File: src/hdl/abrb_pkg.sv
`timescale 1ns / 1ps
// ----------------------------------------------------------------------------
// abrb_pkg
// Shared types, constants and helper functions for the audio byte ring buffer.
// ----------------------------------------------------------------------------
package abrb_pkg;

    localparam int DEPTH   = 4096;
    localparam int ADDR_W  = $clog2(DEPTH);
    localparam int FILL_W  = ADDR_W + 1;
    localparam int IDX_W   = 16;
    localparam int PADDR_W = 3;
    localparam int PDATA_W = 32;

    // Operation codes.
    localparam logic [2:0] OP_PUSH8  = 3'd0;
    localparam logic [2:0] OP_PUSH16 = 3'd1;
    localparam logic [2:0] OP_POP8   = 3'd2;
    localparam logic [2:0] OP_POP16  = 3'd3;
    localparam logic [2:0] OP_FLUSH  = 3'd4;

    // Status codes.
    localparam logic [1:0] ST_OK    = 2'd0;
    localparam logic [1:0] ST_FULL  = 2'd1;
    localparam logic [1:0] ST_EMPTY = 2'd2;

    // Register map.
    localparam logic       REG_SIZE_LOG2 = 1'b0;
    localparam logic [3:0] SIZE_LOG2_RST = 4'd12;

    typedef struct packed {
        logic [2:0]  opcode;
        logic [15:0] data_in;
    } abrb_req_t;

    typedef struct packed {
        logic [1:0]        status;
        logic [15:0]       data_out;
        logic [FILL_W-1:0] fill_level;
    } abrb_rsp_t;

    // Commands from the controller to the datapath.
    typedef struct packed {
        logic cap_req;   // capture the request and judge it
        logic mem_we;    // write one byte to the store
        logic addr_rd;   // address from the read index, else the write index
        logic addr_inc;  // address the byte after the index
        logic wr_hi;     // write the high byte of the sample, else the low byte
        logic cap_hi;    // store read data as the high byte of the result
        logic cap_lo;    // store read data as the low byte of the result
        logic adv;       // move the indices for the finished operation
        logic load_rsp;  // load the output register
    } abrb_cmd_t;

    // Status from the datapath to the controller.
    typedef struct packed {
        logic [2:0] op;
        logic       ok;
    } abrb_stat_t;

    // Buffer size in bytes: 2^lg, raised to at least two and limited to DEPTH.
    function automatic logic [FILL_W-1:0] buf_size(input logic [3:0] lg);
        logic [FILL_W-1:0] s;
        if (lg >= 4'(ADDR_W))
            s = FILL_W'(DEPTH);
        else if (lg == 4'd0)
            s = FILL_W'(2);
        else
            s = FILL_W'(1) << lg;
        return s;
    endfunction

    function automatic logic [ADDR_W-1:0] buf_mask(input logic [3:0] lg);
        logic [FILL_W-1:0] s;
        s = buf_size(lg) - FILL_W'(1);
        return s[ADDR_W-1:0];
    endfunction

endpackage

File: src/hdl/abrb_ctrl.sv
`timescale 1ns / 1ps
// ----------------------------------------------------------------------------
// abrb_ctrl
// Controller: sequences the byte accesses of one operation and owns the
// handshakes on both channels.
// ----------------------------------------------------------------------------
module abrb_ctrl
    import abrb_pkg::*;
(
    input  logic       clk,
    input  logic       rst_n,
    input  logic       req_valid,
    output logic       req_ready,
    output logic       rsp_valid,
    input  logic       rsp_ready,
    input  abrb_stat_t stat,
    output abrb_cmd_t  cmd
);

    localparam logic [2:0] S_IDLE = 3'd0;
    localparam logic [2:0] S_OP1  = 3'd1;
    localparam logic [2:0] S_OP2  = 3'd2;
    localparam logic [2:0] S_OP3  = 3'd3;
    localparam logic [2:0] S_DONE = 3'd4;

    logic [2:0] state_reg, state_next;
    logic       rsp_valid_reg, rsp_valid_next;

    always_comb
    begin
        cmd            = '0;
        state_next     = state_reg;
        req_ready      = 1'b0;
        rsp_valid_next = rsp_valid_reg && !rsp_ready;
        unique case (state_reg)
            S_IDLE:
            begin
                req_ready = 1'b1;
                if (req_valid)
                begin
                    cmd.cap_req = 1'b1;
                    state_next  = S_OP1;
                end
            end
            S_OP1:
            begin
                if (stat.ok && stat.op == OP_PUSH8)
                begin
                    cmd.mem_we = 1'b1;
                    cmd.adv    = 1'b1;
                    state_next = S_DONE;
                end
                else if (stat.ok && stat.op == OP_PUSH16)
                begin
                    cmd.mem_we = 1'b1;
                    cmd.wr_hi  = 1'b1;
                    state_next = S_OP2;
                end
                else if (stat.ok && (stat.op == OP_POP8 || stat.op == OP_POP16))
                begin
                    cmd.addr_rd = 1'b1;
                    state_next  = S_OP2;
                end
                else
                begin
                    // Flush, refused operations and unused codes touch no byte.
                    cmd.adv    = 1'b1;
                    state_next = S_DONE;
                end
            end
            S_OP2:
            begin
                if (stat.op == OP_PUSH16)
                begin
                    cmd.mem_we   = 1'b1;
                    cmd.addr_inc = 1'b1;
                    cmd.adv      = 1'b1;
                    state_next   = S_DONE;
                end
                else if (stat.op == OP_POP8)
                begin
                    cmd.cap_lo = 1'b1;
                    cmd.adv    = 1'b1;
                    state_next = S_DONE;
                end
                else
                begin
                    // The first byte of a sample is the high byte.
                    cmd.cap_hi   = 1'b1;
                    cmd.addr_rd  = 1'b1;
                    cmd.addr_inc = 1'b1;
                    state_next   = S_OP3;
                end
            end
            S_OP3:
            begin
                cmd.cap_lo = 1'b1;
                cmd.adv    = 1'b1;
                state_next = S_DONE;
            end
            S_DONE:
            begin
                if (!rsp_valid_reg || rsp_ready)
                begin
                    cmd.load_rsp   = 1'b1;
                    rsp_valid_next = 1'b1;
                    state_next     = S_IDLE;
                end
            end
            default:
            begin
                state_next = S_IDLE;
            end
        endcase
    end

    always_ff @(posedge clk or negedge rst_n)
    begin
        if (!rst_n)
        begin
            state_reg     <= S_IDLE;
            rsp_valid_reg <= 1'b0;
        end
        else
        begin
            state_reg     <= state_next;
            rsp_valid_reg <= rsp_valid_next;
        end
    end

    assign rsp_valid = rsp_valid_reg;

endmodule

File: config.mk
export PLATFORM = sky130hd
export DESIGN_NAME = abrb_ctrl
export DESIGN_NICKNAME = d
export VERILOG_FILES = /design/src/hdl/abrb_pkg.sv /design/src/hdl/abrb_ctrl.sv
export SDC_FILE = /design/constraint.sdc
export NUM_CORES = 1
export LEC_CHECK = 0
export BUFFER_PORTS_ARGS = -buffer_cell sky130_fd_sc_hd__buf_4
export CORE_AREA = 2 2 39 41
export CTS_CLUSTER_SIZE = 30
export DETAILED_ROUTE_END_ITERATION = 10
export DIE_AREA = 0 0 41 43
export PLACE_DENSITY_LB_ADDON = 0.08
export SLEW_MARGIN = 20
export SYNTH_ARGS = -nofsm -noshare
export SYNTH_HDL_FRONTEND = slang
export SYNTH_SLANG_ARGS = --single-unit
File: constraint.sdc
create_clock -name clk -period 1.78 [get_ports clk]
set_input_delay 0.534 -clock clk [delete_from_list [all_inputs] [get_ports clk]]
set_output_delay 0.534 -clock clk [all_outputs]
set_load 0.02 [all_outputs]
Word-level counts from Yosys, hierarchy flattened
Cells that the tools add are included.
Word-level totals
  input port bits: 8
  output and inout bits: 11
  register bits: 4
Cells by class
  eq/ne operators: 9
  muxes and demuxes: 38
  reductions and logical operators: 11
Operators with widths (number)
  2-to-1 mux 1 bit: 24
  2-to-1 mux 3 bit: 7
  one-hot mux 3 bit (5 select lines): 1
  equality test 3 x 2 -> 1 bit, second input constant: 4
  equality test 3 x 1 -> 1 bit, second input constant: 2
  zero test 3 bit: 2
  2-to-1 mux 2 bit: 3
  logical AND 1 bit: 4
  inequality test 2 bit, second input constant: 2
  one-hot mux 2 bit (2 select lines): 1
  equality test 3 bit, second input constant: 1
  one-hot mux 1 bit (3 select lines): 1
  zero test 1 bit: 2
  logical OR 1 bit: 2
  one-hot mux 1 bit (2 select lines): 1
  AND reduction 2 bit: 1

Depth between registers and ports, before layout
  depth after elaboration: 7
  mapped depth: 3
  gate-level depth less buffers: 3

Worst setup path before layout
OpenSTA, ideal clock, no wires.
  kind: input to output
  start: input port stat[3] in the netlist's numbering
  end: output port cmd[6] in the netlist's numbering
  arrival time: 1378 ps
  slack: -132 ps
  buffers on the path: 0
  data required time: 1246 ps
  cell stages on the path: 3
  path through: nand2b_1 > or3_1 > o21ai_1
RTL lines
  start, declared: line abrb_ctrl.sv:16  | input abrb_stat_t stat,
  end, declared: line abrb_ctrl.sv:17  | output abrb_cmd_t cmd

==> impl_metrics.tcl <==
set metrics [dict create \
    outcome "finished with violations" \
    violations "negative setup slack" \
    ys_warn_count 0 \
    htree_levels 1 \
    ir_worst_vdd_v 0.0004271 \
    critPathRequiredTime_ps 1250 \
    power.total_uw 870.6 \
    tritoncts "built" \
    vias 401 \
    core_um2 1384 \
    drive_gt1_frac 0.7600 \
    die_x_um 41 \
    grt_use_total 0.1314 \
    clk_path_buf_depth 2 \
    grt_pass1_vias 402 \
    fmax_mhz 464.2 \
    multi_input_area_um2 289.0 \
    dp_hpwl_um 774.5 \
    initial_core_util 0.2116 \
    synth_fp_nets 44 \
    synth_sequential_area_ratio 0.3419 \
    cts_root_buffer "clkbuf_4" \
    rows 14 \
    place_area_um2 596.8 \
    cts_sinks 4 \
    cap_violations 0 \
    arrival_ps 1620 \
    post-place-ws_ps -247.2 \
    fp.dieH_um 43 \
    p_int_uw 523.3 \
    drc_errors 0 \
    port-buffer-count 18 \
    end_kind "primary output" \
    crit_path_start "state_reg[2]" \
    firstDrtPassIters 2 \
    netlist_area_um2 292.8 \
    period_needed_ps 2154 \
    regArea_um2 100.1 \
    yosys-top-cells-area "dfrtp_1 (34%), nand2b_1 (8.5%), inv_1 (5.1%)" \
    grt-ovfl-total 0 \
    cts_hold_buf 0 \
    antenna_found_initial 0 \
    p_leak_uw 0.0003801 \
    worstMarginPinSlew_ps 253.8 \
    syn_inst 36 \
    fin_crit_sh 1.210 \
    boundaryPins 19 \
    clkLatencyLatePin_ps 230 \
    p_comb_frac 0.708 \
    grt_pass1_wl_um 1566 \
    drt_wl_total_um 957 \
    area_growth_pct 156.4 \
    finalNetCount 85 \
    swShare 0.3989 \
    filler_cell_count 130 \
    hold_viol 0 \
    p_sw_uw 347.3 \
    path_clk_slew_ps 40 \
    largest_reg_flops 3 \
    pwr-share-seq 0.167 \
    setup_viol 6 \
    grt_max_degree 6 \
    relSlewSlack 0.8286 \
    hold_class "input port to async pin" \
    path_class "register to primary output" \
    routed_via_density 4.407 \
    cp_max_fo 3 \
    post_synth.cell_area_avg_um2 8.133 \
    drtIter0Drc 3 \
    numCtsBuffers 3 \
    slew_viol_final 0 \
    fin_skew_ps 2.428 \
    rsz0062_at_grt "true" \
    setup_ws_ps -374.4 \
    dieArea_um2 1763 \
    synth.distinct_cells 19 \
    antenna_left 0 \
    place_congestion 0.6598 \
    r2r_start "state_reg[2]" \
    final_design_area_no_fill_um2 750.7 \
    yosys.area.top_type "dfrtp_1" \
    synth.top_cell.area_share 0.3419 \
    diodes 0 \
    pwr-share-clk 0.125 \
    power_density_nw_per_um2 1160 \
    startpoint_type "register" \
    wl_per_cell_um 10.52 \
    ys_ff_latch 4 \
]
[cell usage in the layout (no fill, tap or decap)]
master,n
buf_4,27
buf_6,9
nand2_1,4
dfrtp_1,4
nand2b_1,3
o21ai_4,3
clkbuf_4,3
inv_2,2
or3_4,2
inv_1,2
nor2_4,2
xnor2_1,1
or3b_4,1
o21bai_4,1
nor3_4,1
nand2b_4,1
nor3b_4,1
nor2b_2,1
nor2_1,1
o21bai_1,1
nand3_4,1
nor2_2,1
and3_1,1
o41ai_1,1
o2111ai_2,1
[repair_timing]
item / in CTS / in global routing
resized for setup: 20 / 5
setup buffers: 3 / 1
endpoints found under the setup margin: 8 / 9
pin swaps: 4 / 5
[final timing paths]
check	to	cells after the start	slack, ps
max in group asynchronous	state_reg[0]	1	1580
min in group clk	rsp_valid	2	540
setup / recovery	cmd[7]	4	-370
setup reg to reg	state_reg[2]	4	290
hold / removal	state_reg[2]	1	90
hold reg to reg	rsp_valid	2	540
[cell type report]
| type | instances | share of cell area |
|---|---|---|
| tap | 16 | 0.02667 |
| clock buffer | 3 | 0.03000 |
| multi-input combinational | 28 | 0.3850 |
| timing repair buffer | 36 | 0.4050 |
| inverter | 4 | 0.02000 |
| sequential | 4 | 0.1333 |
[per-layer routing]
metal / global-route usage / vias to the layer above / share of wire / wire (µm)
met5: 0 / - / 0 / 0
met1: 0.1442 / 181 / 0.39 / 378
li1: - / 205 / - / -
met4: 0.06000 / 0 / 0 / 0
met2: 0.2313 / 15 / 0.54 / 512
met3: 0.01571 / 0 / 0.069 / 66
[metrics by stage]
step	utilization	TNS [ps]	cells	hold WS (ps)
2_1_floorplan	-	-165.1	36	238.4
3_3_place_gp	0.4313	-1070	84	334.5
3_5_place_dp	0.4313	-1104	84	336.6
4_1_cts	0.5253	-1868	90	83.52
5_1_grt	0.5425	-2017	91	87.36
6_report	0.5425	-1725	91	92.31
[worst max-delay path, cell delays in order, from the launching register on]
cell and delay (ps):
dfrtp_1 360, or3b_4 400, or3_4 420, o21ai_4 70, buf_6 130
[cells in the mapped netlist (all sizes together)]
master   instances
and3             1
dfrtp            4
inv              4
nand2            4
nand2b           4
nand3            1
nor2             4
nor2b            1
nor3             1
nor3b            1
o2111ai          1
o21ai            3
o21bai           2
o41ai            1
or3              2
or3b             1
xnor2            1
[power by group through the flow]
| stage | registers (µW) | clock network [µW] | logic, µW |
|---|---|---|---|
| 4_1_cts | 145 | 118 | 591 |
| 2_1_floorplan | 170 | 0 | 233 |
| 6_report | 146 | 109 | 616 |
| 3_5_place_dp | 145 | 0 | 492 |
| 3_3_place_gp | 144 | 0 | 494 |
| 5_1_grt | 152 | 122 | 659 |
[kinds of logic after synthesis]
kind of cell           synth area share
AO/OA/AOI/OAI                    0.1966
flip-flops                       0.3419
AND/OR/NAND/NOR                  0.3803
buffers and inverters           0.05127
XOR/XNOR                        0.02992
Power figures use the tool's default switching activity.
